`config.mk`:
```
export PLATFORM = sky130hd
export DESIGN_NAME = mpeg_video_rtp_packet_splitter
export DESIGN_NICKNAME = d
export VERILOG_FILES = /design/src/design/mvrps_pkg.sv /design/src/design/mvrps_ctrl.sv /design/src/design/mvrps_datapath.sv /design/src/design/mpeg_video_rtp_packet_splitter.sv
export SDC_FILE = /design/constraint.sdc
export NUM_CORES = 1
export LEC_CHECK = 0
export ABC_CLOCK_PERIOD_IN_PS = 6320
export BUFFER_PORTS_ARGS = -buffer_cell sky130_fd_sc_hd__buf_2
export CAP_MARGIN = 40
export CORE_MARGIN = 2
export CORE_UTILIZATION = 58
export DETAILED_ROUTE_END_ITERATION = 8
export GPL_TIMING_DRIVEN = 0
export PLACE_DENSITY_LB_ADDON = 0.25
export SYNTH_ARGS = -nofsm -noshare
export SYNTH_HDL_FRONTEND = slang
export SYNTH_SLANG_ARGS = --single-unit
```
`constraint.sdc`:
```
create_clock -name clk_i -period 6.32 [get_ports clk_i]
set_input_delay 1.264 -clock clk_i [delete_from_list [all_inputs] [get_ports clk_i]]
set_output_delay 1.264 -clock clk_i [all_outputs]
set_load 0.005 [all_outputs]
```
`src/design/mvrps_pkg.sv`:
```
// Shared types, constants and codes of the MPEG video RTP packet splitter.
package mvrps_pkg;

  localparam int unsigned MaxChunkBytes = 16384;
  localparam int unsigned MaxResults    = 33;
  localparam int unsigned LenW          = 14;
  localparam int unsigned MtuW          = 16;
  localparam int unsigned FlagsW        = 4;
  localparam int unsigned CntW          = $clog2(MaxResults + 1);

  localparam logic [MtuW-1:0] MtuReset = 16'd3048;
  localparam logic [MtuW-1:0] MtuFloor = 16'd512;
  localparam logic [LenW-1:0] LenMax   = LenW'(MaxChunkBytes - 1);

  // Bit positions in the seen flags
  localparam int unsigned FlagSeq  = 0;
  localparam int unsigned FlagGop  = 1;
  localparam int unsigned FlagPic  = 2;
  localparam int unsigned FlagData = 3;

  // Start codes
  localparam logic [7:0] CodePic = 8'h00;
  localparam logic [7:0] CodeSeq = 8'hB3;
  localparam logic [7:0] CodeGop = 8'hB8;
  localparam logic [7:0] SliceLo = 8'h01;
  localparam logic [7:0] SliceHi = 8'hAF;

  localparam logic OpChunk = 1'b0;
  localparam logic OpFlush = 1'b1;

  typedef struct packed {
    logic            operation;
    logic [7:0]      start_code;
    logic [LenW-1:0] chunk_length;
  } in_item_t;

  typedef struct packed {
    logic            send_before;
    logic [LenW-1:0] byte_offset;
    logic [LenW-1:0] byte_count;
    logic            send_after;
    logic            last;
  } out_item_t;

  typedef enum logic {
    ST_IDLE,
    ST_FRAG
  } state_e;

  typedef struct packed {
    logic load;
    logic step;
  } cmd_t;

  typedef struct packed {
    logic needs_frag;
    logic frag_last;
  } status_t;

endpackage

```
`src/design/mvrps_ctrl.sv`:
```
// Controller: input and output handshake and fragment sequencing.
module mvrps_ctrl (
  input  logic              clk_i,
  input  logic              rst_ni,
  input  logic              in_valid_i,
  output logic              in_ready_o,
  output logic              out_valid_o,
  input  logic              out_ready_i,
  input  mvrps_pkg::status_t status_i,
  output mvrps_pkg::cmd_t    cmd_o
);

  mvrps_pkg::state_e state_q, state_d;
  logic              out_valid_q, out_valid_d;
  logic              slot_free;

  assign slot_free   = !out_valid_q || out_ready_i;
  assign out_valid_o = out_valid_q;

  always_comb begin
    state_d = state_q;
    case (state_q)
      mvrps_pkg::ST_IDLE: begin
        if (in_valid_i && slot_free && status_i.needs_frag) begin
          state_d = mvrps_pkg::ST_FRAG;
        end
      end
      mvrps_pkg::ST_FRAG: begin
        if (slot_free && status_i.frag_last) begin
          state_d = mvrps_pkg::ST_IDLE;
        end
      end
      default: state_d = mvrps_pkg::ST_IDLE;
    endcase
  end

  always_comb begin
    in_ready_o = 1'b0;
    cmd_o      = '0;
    case (state_q)
      mvrps_pkg::ST_IDLE: begin
        in_ready_o = slot_free;
        cmd_o.load = in_valid_i && slot_free;
      end
      mvrps_pkg::ST_FRAG: begin
        cmd_o.step = slot_free;
      end
      default: begin
        in_ready_o = 1'b0;
        cmd_o      = '0;
      end
    endcase
  end

  always_comb begin
    if (cmd_o.load || cmd_o.step) begin
      out_valid_d = 1'b1;
    end else if (out_ready_i) begin
      out_valid_d = 1'b0;
    end else begin
      out_valid_d = out_valid_q;
    end
  end

  always_ff @(posedge clk_i or negedge rst_ni) begin
    if (!rst_ni) begin
      state_q     <= mvrps_pkg::ST_IDLE;
      out_valid_q <= 1'b0;
    end else begin
      state_q     <= state_d;
      out_valid_q <= out_valid_d;
    end
  end

endmodule

```
`src/design/mvrps_datapath.sv`:
```
// Datapath: packet state, mtu register, segment planning and output word.
module mvrps_datapath (
  input  logic                          clk_i,
  input  logic                          rst_ni,
  input  mvrps_pkg::in_item_t           in_data_i,
  input  mvrps_pkg::cmd_t               cmd_i,
  output mvrps_pkg::status_t            status_o,
  output mvrps_pkg::out_item_t          out_data_o,
  input  logic                          cfg_we_i,
  input  logic [mvrps_pkg::MtuW-1:0]    cfg_data_i
);

  localparam int unsigned LenW   = mvrps_pkg::LenW;
  localparam int unsigned MtuW   = mvrps_pkg::MtuW;
  localparam int unsigned FlagsW = mvrps_pkg::FlagsW;
  localparam int unsigned CntW   = mvrps_pkg::CntW;

  // Packet state
  logic [MtuW-1:0]   mtu_q, mtu_d;
  logic              open_q, open_d;
  logic [FlagsW-1:0] flags_q, flags_d;
  logic [MtuW-1:0]   room_q, room_d;

  // Fragment walk and output word
  logic [LenW-1:0]      rem_q, rem_d;
  logic [LenW-1:0]      off_q, off_d;
  logic [CntW-1:0]      cnt_q, cnt_d;
  mvrps_pkg::out_item_t out_q, out_d;

  logic [MtuW-1:0]   umtu;
  logic [LenW-1:0]   len;
  logic [MtuW-1:0]   len_w;
  logic              is_seq, is_gop, is_pic, is_slice;
  logic              sb_pre;
  logic [FlagsW-1:0] flags_pre;
  logic [MtuW-1:0]   room_pre;
  logic              fits_room, fits_mtu, frag_ld;
  logic              first_sb;
  logic [LenW-1:0]   first_cnt;
  logic [LenW-1:0]   step_cnt;
  logic [LenW-1:0]   step_rem;
  logic              step_last;

  assign umtu  = (mtu_q < mvrps_pkg::MtuFloor) ? mvrps_pkg::MtuFloor : mtu_q;
  assign len   = (in_data_i.chunk_length > mvrps_pkg::LenMax) ? mvrps_pkg::LenMax
                                                              : in_data_i.chunk_length;
  assign len_w = MtuW'(len);

  assign is_seq   = (in_data_i.start_code == mvrps_pkg::CodeSeq);
  assign is_gop   = (in_data_i.start_code == mvrps_pkg::CodeGop);
  assign is_pic   = (in_data_i.start_code == mvrps_pkg::CodePic);
  assign is_slice = (in_data_i.start_code >= mvrps_pkg::SliceLo) &&
                    (in_data_i.start_code <= mvrps_pkg::SliceHi);

  // Header handling ahead of the append decision
  always_comb begin
    sb_pre    = 1'b0;
    flags_pre = flags_q;
    room_pre  = room_q;
    if (is_seq) begin
      sb_pre    = open_q;
      flags_pre = '0;
      flags_pre[mvrps_pkg::FlagSeq] = 1'b1;
      room_pre  = umtu;
    end else begin
      if (!open_q) begin
        flags_pre = '0;
        room_pre  = umtu;
      end
      if (is_gop || is_pic) begin
        if (flags_pre[mvrps_pkg::FlagData]) begin
          sb_pre    = 1'b1;
          flags_pre = '0;
          room_pre  = umtu;
        end
        if (is_gop) begin
          flags_pre[mvrps_pkg::FlagGop] = 1'b1;
        end else begin
          flags_pre[mvrps_pkg::FlagPic] = 1'b1;
        end
      end
    end
  end

  assign fits_room = (len_w <= room_pre);
  assign fits_mtu  = (len_w <= umtu);
  assign frag_ld   = (in_data_i.operation == mvrps_pkg::OpChunk) && is_slice &&
                     !fits_room && !fits_mtu;

  // First fragment: a full packet goes out first so no fragment is empty
  assign first_sb  = (room_pre == '0);
  assign first_cnt = first_sb ? umtu[LenW-1:0] : room_pre[LenW-1:0];

  assign step_cnt  = (MtuW'(rem_q) > umtu) ? umtu[LenW-1:0] : rem_q;
  assign step_rem  = rem_q - step_cnt;
  assign step_last = (step_rem == '0) ||
                     (cnt_q == CntW'(mvrps_pkg::MaxResults - 1));

  assign status_o.needs_frag = frag_ld;
  assign status_o.frag_last  = step_last;

  always_comb begin
    mtu_d   = cfg_we_i ? cfg_data_i : mtu_q;
    open_d  = open_q;
    flags_d = flags_q;
    room_d  = room_q;
    rem_d   = rem_q;
    off_d   = off_q;
    cnt_d   = cnt_q;
    out_d   = out_q;
    if (cmd_i.load) begin
      out_d = '0;
      out_d.last = 1'b1;
      if (in_data_i.operation == mvrps_pkg::OpFlush) begin
        out_d.send_before = open_q;
        open_d  = 1'b0;
        flags_d = '0;
        room_d  = umtu;
      end else if (is_slice) begin
        open_d = 1'b1;
        if (fits_room) begin
          out_d.byte_count = len;
          room_d  = room_pre - len_w;
          flags_d = flags_pre;
          flags_d[mvrps_pkg::FlagData] = 1'b1;
        end else if (fits_mtu) begin
          out_d.send_before = 1'b1;
          out_d.byte_count  = len;
          room_d  = umtu - len_w;
          flags_d = '0;
          flags_d[mvrps_pkg::FlagData] = 1'b1;
        end else begin
          out_d.send_before = first_sb;
          out_d.byte_count  = first_cnt;
          out_d.send_after  = 1'b1;
          out_d.last        = 1'b0;
          rem_d   = len - first_cnt;
          off_d   = first_cnt;
          cnt_d   = CntW'(1);
          flags_d = '0;
          room_d  = umtu;
        end
      end else begin
        out_d.send_before = sb_pre;
        out_d.byte_count  = len;
        open_d  = 1'b1;
        flags_d = flags_pre;
        room_d  = (room_pre > len_w) ? room_pre - len_w : '0;
      end
    end else if (cmd_i.step) begin
      out_d.send_before = 1'b0;
      out_d.byte_offset = off_q;
      out_d.byte_count  = step_cnt;
      out_d.send_after  = 1'b1;
      out_d.last        = step_last;
      rem_d = step_rem;
      off_d = off_q + step_cnt;
      cnt_d = cnt_q + CntW'(1);
    end
  end

  always_ff @(posedge clk_i or negedge rst_ni) begin
    if (!rst_ni) begin
      mtu_q   <= mvrps_pkg::MtuReset;
      open_q  <= 1'b0;
      flags_q <= '0;
      room_q  <= mvrps_pkg::MtuReset;
    end else begin
      mtu_q   <= mtu_d;
      open_q  <= open_d;
      flags_q <= flags_d;
      room_q  <= room_d;
    end
  end

  always_ff @(posedge clk_i) begin
    rem_q <= rem_d;
    off_q <= off_d;
    cnt_q <= cnt_d;
    out_q <= out_d;
  end

  assign out_data_o = out_q;

endmodule

```
`src/design/mpeg_video_rtp_packet_splitter.sv`:
```
// Top level of the MPEG video RTP packet splitter.
//
//   channel | direction | handshake                  | word
//   --------+-----------+----------------------------+---------------------------
//   in      | input     | in_valid_i / in_ready_o    | in_data_i  (in_item_t)
//   out     | output    | out_valid_o / out_ready_i  | out_data_o (out_item_t)
//   cfg     | input     | cfg_valid_i / cfg_ready_o  | cfg_data_i (mtu, 16 bit)
//
// A chunk or flush with one result is loaded straight into the output register; the next
// word can be taken as soon as the output slot is free. A slice split into N fragments
// (N up to 33) is stepped out one fragment per cycle while out_ready_i allows.
// Reset restores mtu and room to 3048 and closes the packet; no clearing pass.
// While out_ready_i is low the output register holds and the stepper waits.
module mpeg_video_rtp_packet_splitter (
  input  logic                          clk_i,
  input  logic                          rst_ni,
  input  logic                          in_valid_i,
  output logic                          in_ready_o,
  input  mvrps_pkg::in_item_t           in_data_i,
  output logic                          out_valid_o,
  input  logic                          out_ready_i,
  output mvrps_pkg::out_item_t          out_data_o,
  input  logic                          cfg_valid_i,
  output logic                          cfg_ready_o,
  input  logic [mvrps_pkg::MtuW-1:0]    cfg_data_i
);

  mvrps_pkg::cmd_t    cmd;
  mvrps_pkg::status_t status;

  assign cfg_ready_o = 1'b1;

  mvrps_ctrl u_ctrl (
    .clk_i       (clk_i),
    .rst_ni      (rst_ni),
    .in_valid_i  (in_valid_i),
    .in_ready_o  (in_ready_o),
    .out_valid_o (out_valid_o),
    .out_ready_i (out_ready_i),
    .status_i    (status),
    .cmd_o       (cmd)
  );

  mvrps_datapath u_datapath (
    .clk_i      (clk_i),
    .rst_ni     (rst_ni),
    .in_data_i  (in_data_i),
    .cmd_i      (cmd),
    .status_o   (status),
    .out_data_o (out_data_o),
    .cfg_we_i   (cfg_valid_i && cfg_ready_o),
    .cfg_data_i (cfg_data_i)
  );

  // A flush yields exactly one empty, final word
  a_flush_single: assert property (@(posedge clk_i) disable iff (!rst_ni)
    in_valid_i && in_ready_o && (in_data_i.operation == mvrps_pkg::OpFlush)
    |=> out_valid_o && out_data_o.last && (out_data_o.byte_count == '0) &&
        !out_data_o.send_after)
    else $error("flush did not give a single empty final word");

  // Fragments are never empty
  a_frag_nonempty: assert property (@(posedge clk_i) disable iff (!rst_ni)
    out_valid_o && out_data_o.send_after |-> (out_data_o.byte_count != '0))
    else $error("empty fragment");

  // No new word is taken while fragments are still being stepped out
  a_no_accept_in_frag: assert property (@(posedge clk_i) disable iff (!rst_ni)
    cmd.step |-> !in_ready_o && !cmd.load)
    else $error("input accepted during fragmenting");

endmodule

```
==> summary.md, run 1 <==
| Metric | Value |
|---|---|
| Hold buffer count at CTS | 0 |
| Hold Fails Final Rpt | 0 |
| Post-Layout Cell Count | 1291 |
| Reg area | 2731 um2 |
| Total number of vias | 8239 |
| CTS tree | built |
| Layout Cell Area excl Fill | 9921 um2 |
| IO Count | 78 |
| Wirelength per Cell | 20.75 um |
| Yosys top cell area share | 17.17% |
| Longest Clk Path Bufs | 2 |
| Die X-Extent | 128.0 um |
| Leakage | 4.429 nW |
| CP max FO | 17 |
| Routed WL | 26790 um |
| Period utilization | 97.33% |
| Die height | 128.0 um |
| Final setup fails | 0 |
| CP Capture Type | register |
| Final layout net count | 1230 |
| Drc violations | 0 |
| Via density | 6.382 |
| Clock transition at path regs | 0.07 ns |
| Ant diodes | 0 |
| Worst Setup Start Kind | primary input |
| Syn Std Cell Area | 8921 um2 |
| Syn Nets | 1142 |
| Buffers and inverters on the worst path | 4 |
| Final HPWL DP | 20710 um |
| Worst path max stage delay | 0.57 ns |
| Sequential share of the synthesized area | 30.60% |
| Post-synth cell types | 87 |
| GRT Util Overall | 32.65% |
| Peak supply drop | 0.2412 mV |
| Initial antenna violation count | 0 |
| Yosys top cell by area | edfxtp_1 |
| Synthesis warning total | 0 |
| Fin Setup TNS | 0 ns |
| Slew margin rel. | 37.23% |
| Cell Area, Placed | 9557 um2 |
| Data arrival time of the worst path | 6.19 ns |
| Grt ovf | 0 |
| Total CTS buffers | 9 |
| Number of global-route vias before repair | 7706 |
| Power Density | 458.3 nW/um2 |
| FILL cells | 1310 |
| Synth async-reset ratio | 35.64% |
| Largest net degree at the start of global routing | 35 |
| Core Util, Final | 65.75% |
| First-pass GRT wire length | 40910 um |
| Area grow syn2layout | 11.21% |
| Peak Freq | 162.6 MHz |
| Routed Antenna Nets | 0 |
| Final Critical Period | 6.151 ns |
| Core area | 15090 um2 |
| Worst skew pair latency | 0.36 ns |
| Top_reg_cell synth | edfxtp_1 |
| Setup CP Type | in -> reg |
| Cells after synthesis | 1010 |
| Placed Instances | 1275 |
| Final Slew Violations | 0 |
| Number of max-cap violations | 0 |
| DR iter-0 viols | 830 |
| Top Family by Delay on Critical Path | simple AND/OR/NAND/NOR gates |
| Number of port buffers | 76 |
| Initial DRT Pass Iterations | 6 |
| RSZ-0062 raised after global routing | false |
| Synthesized area per cell | 8.833 um2 |
| Core Rows | 45 |
| RePlAce Congestion | 1.040 |
| Layout cells sized above 1 | 15.23% |
| Area taken by multi-input logic gates | 5764 um2 |
| Outcome | finished clean |
| Worst Tran Pin Value | 0.9415 ns |
| EDFF count, synth | 51 |
| Starting Density | 59.12% |
| Crit-path cells | buf_2 -> or4_4 -> a211oi_4 -> nor2_4 -> clkbuf_1 -> nand2_1 -> o21a_1 -> ha_1 -> inv_1 -> fa_1 -> a21o_1 -> a221o_1 -> o221ai_2 -> o21ai_1 -> nor4_4 -> buf_6 -> and3_2 -> or2_4 |
| Sink Count | 101 |
| Synthesis-stage register bit count | 101 |
| Final Total Pwr | 4.547 mW |
| Top cells by area, synth | edfxtp_1 (17%), ha_1 (12%), dfrtp_1 (6.2%) |
| Die area | 16390 um2 |
| H-tree Lvls | 3 |
| Worst hold path type | reg -> reg |
| CP max-delay cell | or4_4 |
| CTS root buf | clkbuf_16 |
| CP required | 6.36 ns |
| Final Skew | 0.01235 ns |
## cell usage after synthesis (8+ instances only)
master,n
a211oi_1,9
o21a_1,10
a21oi_1,61
dfxtp_1,14
a21o_1,16
nand4_1,8
dfstp_2,14
or3_1,9
a22o_1,18
mux2_2,13
o211ai_1,11
nor2_1,68
nand3_1,24
dfrtp_1,22
clkbuf_1,44
mux2i_1,38
ha_1,83
xor2_1,25
a31oi_1,9
and3_1,11
nand2b_1,14
o21ai_0,59
o31ai_1,9
nor4_1,9
nand2_1,98
nor2b_1,9
inv_1,68
edfxtp_1,51
nor3_1,20
o22ai_1,16
xnor2_1,34
## what timing repair did
action / 4_1_cts / 5_1_grt
gates resized for setup: 8 / 11
endpoints found under the setup margin: 39 / 42
cloned: 0 / 2
buffers inserted: 0 / 0
## per-layer routing
metal,vias up,track usage (%),share of wire [%]
met1,3869,43.68,41
met5,-,0,0
li1,3873,-,-
met4,0,12.02,3.9
met3,70,4.716,8.6
met2,427,54.04,46
## report_power, final
group          internal (mW)  switching (mW)  total [mW]
clock                  0.283           0.269       0.552
sequential             0.999           0.155        1.15
combinational           1.15            1.69        2.84
## through the flow
stage          hold slack (ns)  worst slack [ns]
6_report                0.4530            0.1687
5_1_grt                 0.4817          0.008163
4_1_cts                 0.4593         -0.002044
3_5_place_dp            0.4490           -0.5608
3_3_place_gp            0.4413           -0.9964
2_1_floorplan           0.4504            0.2365
## tightest hold or removal path: cells and delay by family, from the launching register on
family / cells / cell delay, ns
compound gates: 1 / 0.05
simple gates: 1 / 0.05
flops: 1 / 0.31
## layout by cell type (no fill, tap or decap), types with 16 or more instances in the layout
cell type	count
a21oi_1	61
mux2i_1	37
ha_1	83
nand3_1	24
dfrtp_1	21
o21ai_0	58
buf_2	77
xnor2_1	34
nand2_1	97
inv_1	68
edfxtp_1	51
nor2_1	67
o22ai_1	16
xor2_1	25
a22o_1	18
a21o_1	16
nor3_1	20
clkbuf_1	43
## logic make-up after synthesis
kind of cell             Yosys count  synth area share [%]
AND/OR/NAND/NOR                  296                 16.03
AO/OA/AOI/OAI                    289                 22.64
buffers and inverters            122                 5.722
flip-flops                       101                 30.60
adder cells (fa/ha/maj)           88                 12.76
XOR/XNOR                          60                 5.975
multiplexers                      53                 6.227
other                              1               0.04204
## worst paths after layout
kind / slack (ns) / endpoint / cells after the start / startpoint
max: 0.17 / u_datapath.cnt_q[3] / 18 / in_data_i[19]
min: 0.45 / u_datapath.out_data_o[28] / 2 / u_datapath.out_data_o[28]
max reg2reg: 0.34 / u_datapath.out_data_o[0] / 26 / u_datapath.mtu_q[13]
min reg2reg: 0.45 / u_datapath.out_data_o[28] / 2 / u_datapath.out_data_o[28]
max in group asynchronous: 5.14 / u_datapath.mtu_q[8] / 2 / rst_ni
min in group asynchronous: 0.69 / u_ctrl.out_valid_o / 1 / rst_ni
## cell type report
cell class                      instances  area share (%)
Buffer                                 52           2.522
Clock buffer                           11           2.447
Clock inverter                          5          0.4162
Inverter                               68           2.573
Multi-Input combinational cell        789           58.10
Sequential cell                       101           27.53
Tap cell                              188           2.371
Timing Repair Buffer                   77           4.036
## registers in the layout, summed over array words and instances, names as in the netlist
name,count
u_datapath.cnt_q,6
u_ctrl.out_valid_o,1
u_datapath.open_q,1
u_datapath.room_q,16
u_datapath.rem_q,14
u_datapath.off_q,14
u_datapath.mtu_q,16
u_datapath.out_data_o,31
u_ctrl.state_q,1
u_datapath.flags_q,1
(Power assumes the default switching activity.)
==> run 2, diff against run 1 <==
--- a/config.mk
+++ b/config.mk
@@ -10,9 +10,10 @@
 export CAP_MARGIN = 40
 export CORE_MARGIN = 2
 export CORE_UTILIZATION = 58
+export CTS_CLUSTER_SIZE = 20
 export DETAILED_ROUTE_END_ITERATION = 8
 export GPL_TIMING_DRIVEN = 0
-export PLACE_DENSITY_LB_ADDON = 0.25
+export PLACE_DENSITY = 0.82
 export SYNTH_ARGS = -nofsm -noshare
 export SYNTH_HDL_FRONTEND = slang
 export SYNTH_SLANG_ARGS = --single-unit
==> run 2 against run 1 <==
Hold slack better by 0.0012 ns. Combinational power hardly changed. Non-clock buffer count increased by 1. Register-to-register slack worse by 0.06 ns. Routed wire length down 3.2%. Setup slack worse by 0.069 ns. Global-route usage decreased by 0.74 points. Critical path depth unchanged. Critical endpoint is now u_datapath.rem_q[7].
==> summary.md, run 2 (synthesis results as in run 1) <==
| Metric | Value |
|---|---|
| Outcome | finished clean |
| Slew margin rel. | 43.20% |
| Reg power frac | 25.4% |
| Via density | 6.365 |
| Most common cell after layout, fill and taps aside | nand2_1 |
| Beginning of the worst hold path | u_datapath.out_data_o[20] |
| RePlAce Congestion | 1.069 |
| Core area | 15090 um2 |
| Grt ovf | 0 |
| Routed Antenna Nets | 0 |
| Worst skew pair latency | 0.36 ns |
| RR Startpoint | u_datapath.mtu_q[13] |
| Sink Count | 101 |
| Initial DRT Pass Iterations | 8 |
| Core Rows | 45 |
| Power Density | 456.2 nW/um2 |
| Layout cells sized above 1 | 14.87% |
| Pint | 2.430 mW |
| CP max FO | 17 |
| Initial antenna violation count | 0 |
| Final Slew Violations | 0 |
| Worst Tran Pin Value | 0.8520 ns |
| Number of global-route vias before repair | 7717 |
| Longest Clk Path Bufs | 2 |
| Peak Freq | 160.8 MHz |
| Wirelength per Cell | 20.09 um |
| Layout Cell Area excl Fill | 9916 um2 |
| FILL cells | 1292 |
| Hold Fails Final Rpt | 0 |
| CTS tree | built |
| Peak supply drop | 0.2421 mV |
| Max reg flops | 31 |
| Final Total Pwr | 4.523 mW |
| Final Critical Period | 6.221 ns |
| Worst Setup Start Kind | primary input |
| Reg2reg setup slack | 0.28 ns |
| Final Skew | 0.01307 ns |
| Most frequent cells in the layout | nand2_1 (97), ha_1 (83), buf_2 (77), nor2_1 (68), inv_1 (68) |
| Total CTS buffers | 9 |
| Worst hold path type | reg -> reg |
| Routed WL | 25940 um |
| Post-CTS setup buffers | 0 |
| Hold buffer count at CTS | 0 |
| Data arrival time of the worst path | 6.26 ns |
| GRT Util Overall | 31.91% |
| Die area | 16390 um2 |
| Leakage | 4.431 nW |
| CTS root buf | clkbuf_16 |
| Die height | 128.0 um |
| H-tree Lvls | 3 |
| Ant diodes | 0 |
| IO Count | 78 |
| Final setup fails | 0 |
| Final HPWL DP | 20320 um |
| Period utilization | 98.43% |
| Drc violations | 0 |
| Setup CP Type | in -> reg |
| Starting Density | 59.12% |
| Combinational share of power | 62.3% |
| Critical Path Start | in_data_i[19] |
| Clock transition at path regs | 0.07 ns |
| Final layout net count | 1230 |
| First-pass GRT wire length | 40050 um |
| Total number of vias | 8217 |
| DR iter-0 viols | 915 |
| Area grow syn2layout | 11.15% |
| Number of max-cap violations | 0 |
| CP required | 6.36 ns |
| Clock power share | 12.3% |
| Net Sw Frac | 46.29% |
| Psw | 2.094 mW |
| CP Capture Type | register |
| Largest net degree at the start of global routing | 35 |
| Cell Area, Placed | 9557 um2 |
| Number of port buffers | 76 |
| Die X-Extent | 128.0 um |
[run 2: critical path, stage by stage]
cell	delay [ns]
buf_2	0.12
or4_4	0.57
a211oi_4	0.39
nor2_4	0.15
clkbuf_1	0.33
nand2_1	0.19
o21a_1	0.14
ha_1	0.16
inv_1	0.05
fa_1	0.41
a21o_1	0.21
a221o_1	0.37
o221ai_2	0.26
o21ai_1	0.20
nor4_4	0.46
buf_6	0.22
and3_1	0.38
or2_4	0.37
[run 2: power groups by stage]
| stage | Clock, mW | Sequential [mW] | Combinational (mW) |
|---|---|---|---|
| after global placement | 0 | 1.15 | 2.62 |
| after floorplan | 0 | 1.12 | 2.05 |
| after CTS | 0.563 | 1.14 | 2.73 |
| final | 0.555 | 1.15 | 2.82 |
| after detailed placement | 0 | 1.15 | 2.68 |
| after global routing | 0.582 | 1.17 | 3.09 |
[run 2: worst paths after layout]
check / to / cells after the start
max in group asynchronous: u_datapath.room_q[5] / 2
hold / removal: u_datapath.out_data_o[20] / 2
hold reg to reg: u_datapath.out_data_o[20] / 2
min in group asynchronous: u_datapath.mtu_q[14] / 1
setup reg to reg: u_datapath.off_q[13] / 25
setup / recovery: u_datapath.rem_q[7] / 18
[run 2: per-stage QoR]
step	cells	TNS [ns]	worst slack (ns)	hold slack [ns]	util [%]
5_1_grt	1291	-0.03076	-0.02774	0.4853	65.71
6_report	1291	0	0.09935	0.4542	65.71
3_3_place_gp	1274	-33.40	-0.9751	0.4393	63.20
4_1_cts	1291	0	0.01860	0.4600	65.44
2_1_floorplan	1010	0	0.2365	0.4504	-
3_5_place_dp	1275	-18.18	-0.5176	0.4491	63.33
[run 2: final cells by class]
cell class / count / area, um2 / area share, %
Inverter: 68 / 255.2 / 2.574
Clock buffer: 10 / 229.0 / 2.309
Buffer: 53 / 257.7 / 2.599
Clock inverter: 6 / 53.80 / 0.5426
Multi-Input combinational cell: 788 / 5754 / 58.03
Tap cell: 188 / 235.2 / 2.372
Sequential cell: 101 / 2730 / 27.53
Timing Repair Buffer: 77 / 400.4 / 4.038
[run 2: timing repair]
item                       4_1_cts  5_1_grt
setup endpoints to repair       39       39
cloned                           0        1
gates resized for setup          8        9
pin swaps                        0        0
[run 2: routing by layer]
metal / wire length, um / track usage [%] / up-vias
met3: 2157 / 5.843 / 92
met4: 1149 / 13.83 / 0
met5: 0 / 0 / -
met2: 11790 / 51.31 / 426
met1: 10840 / 42.33 / 3818
li1: - / - / 3881
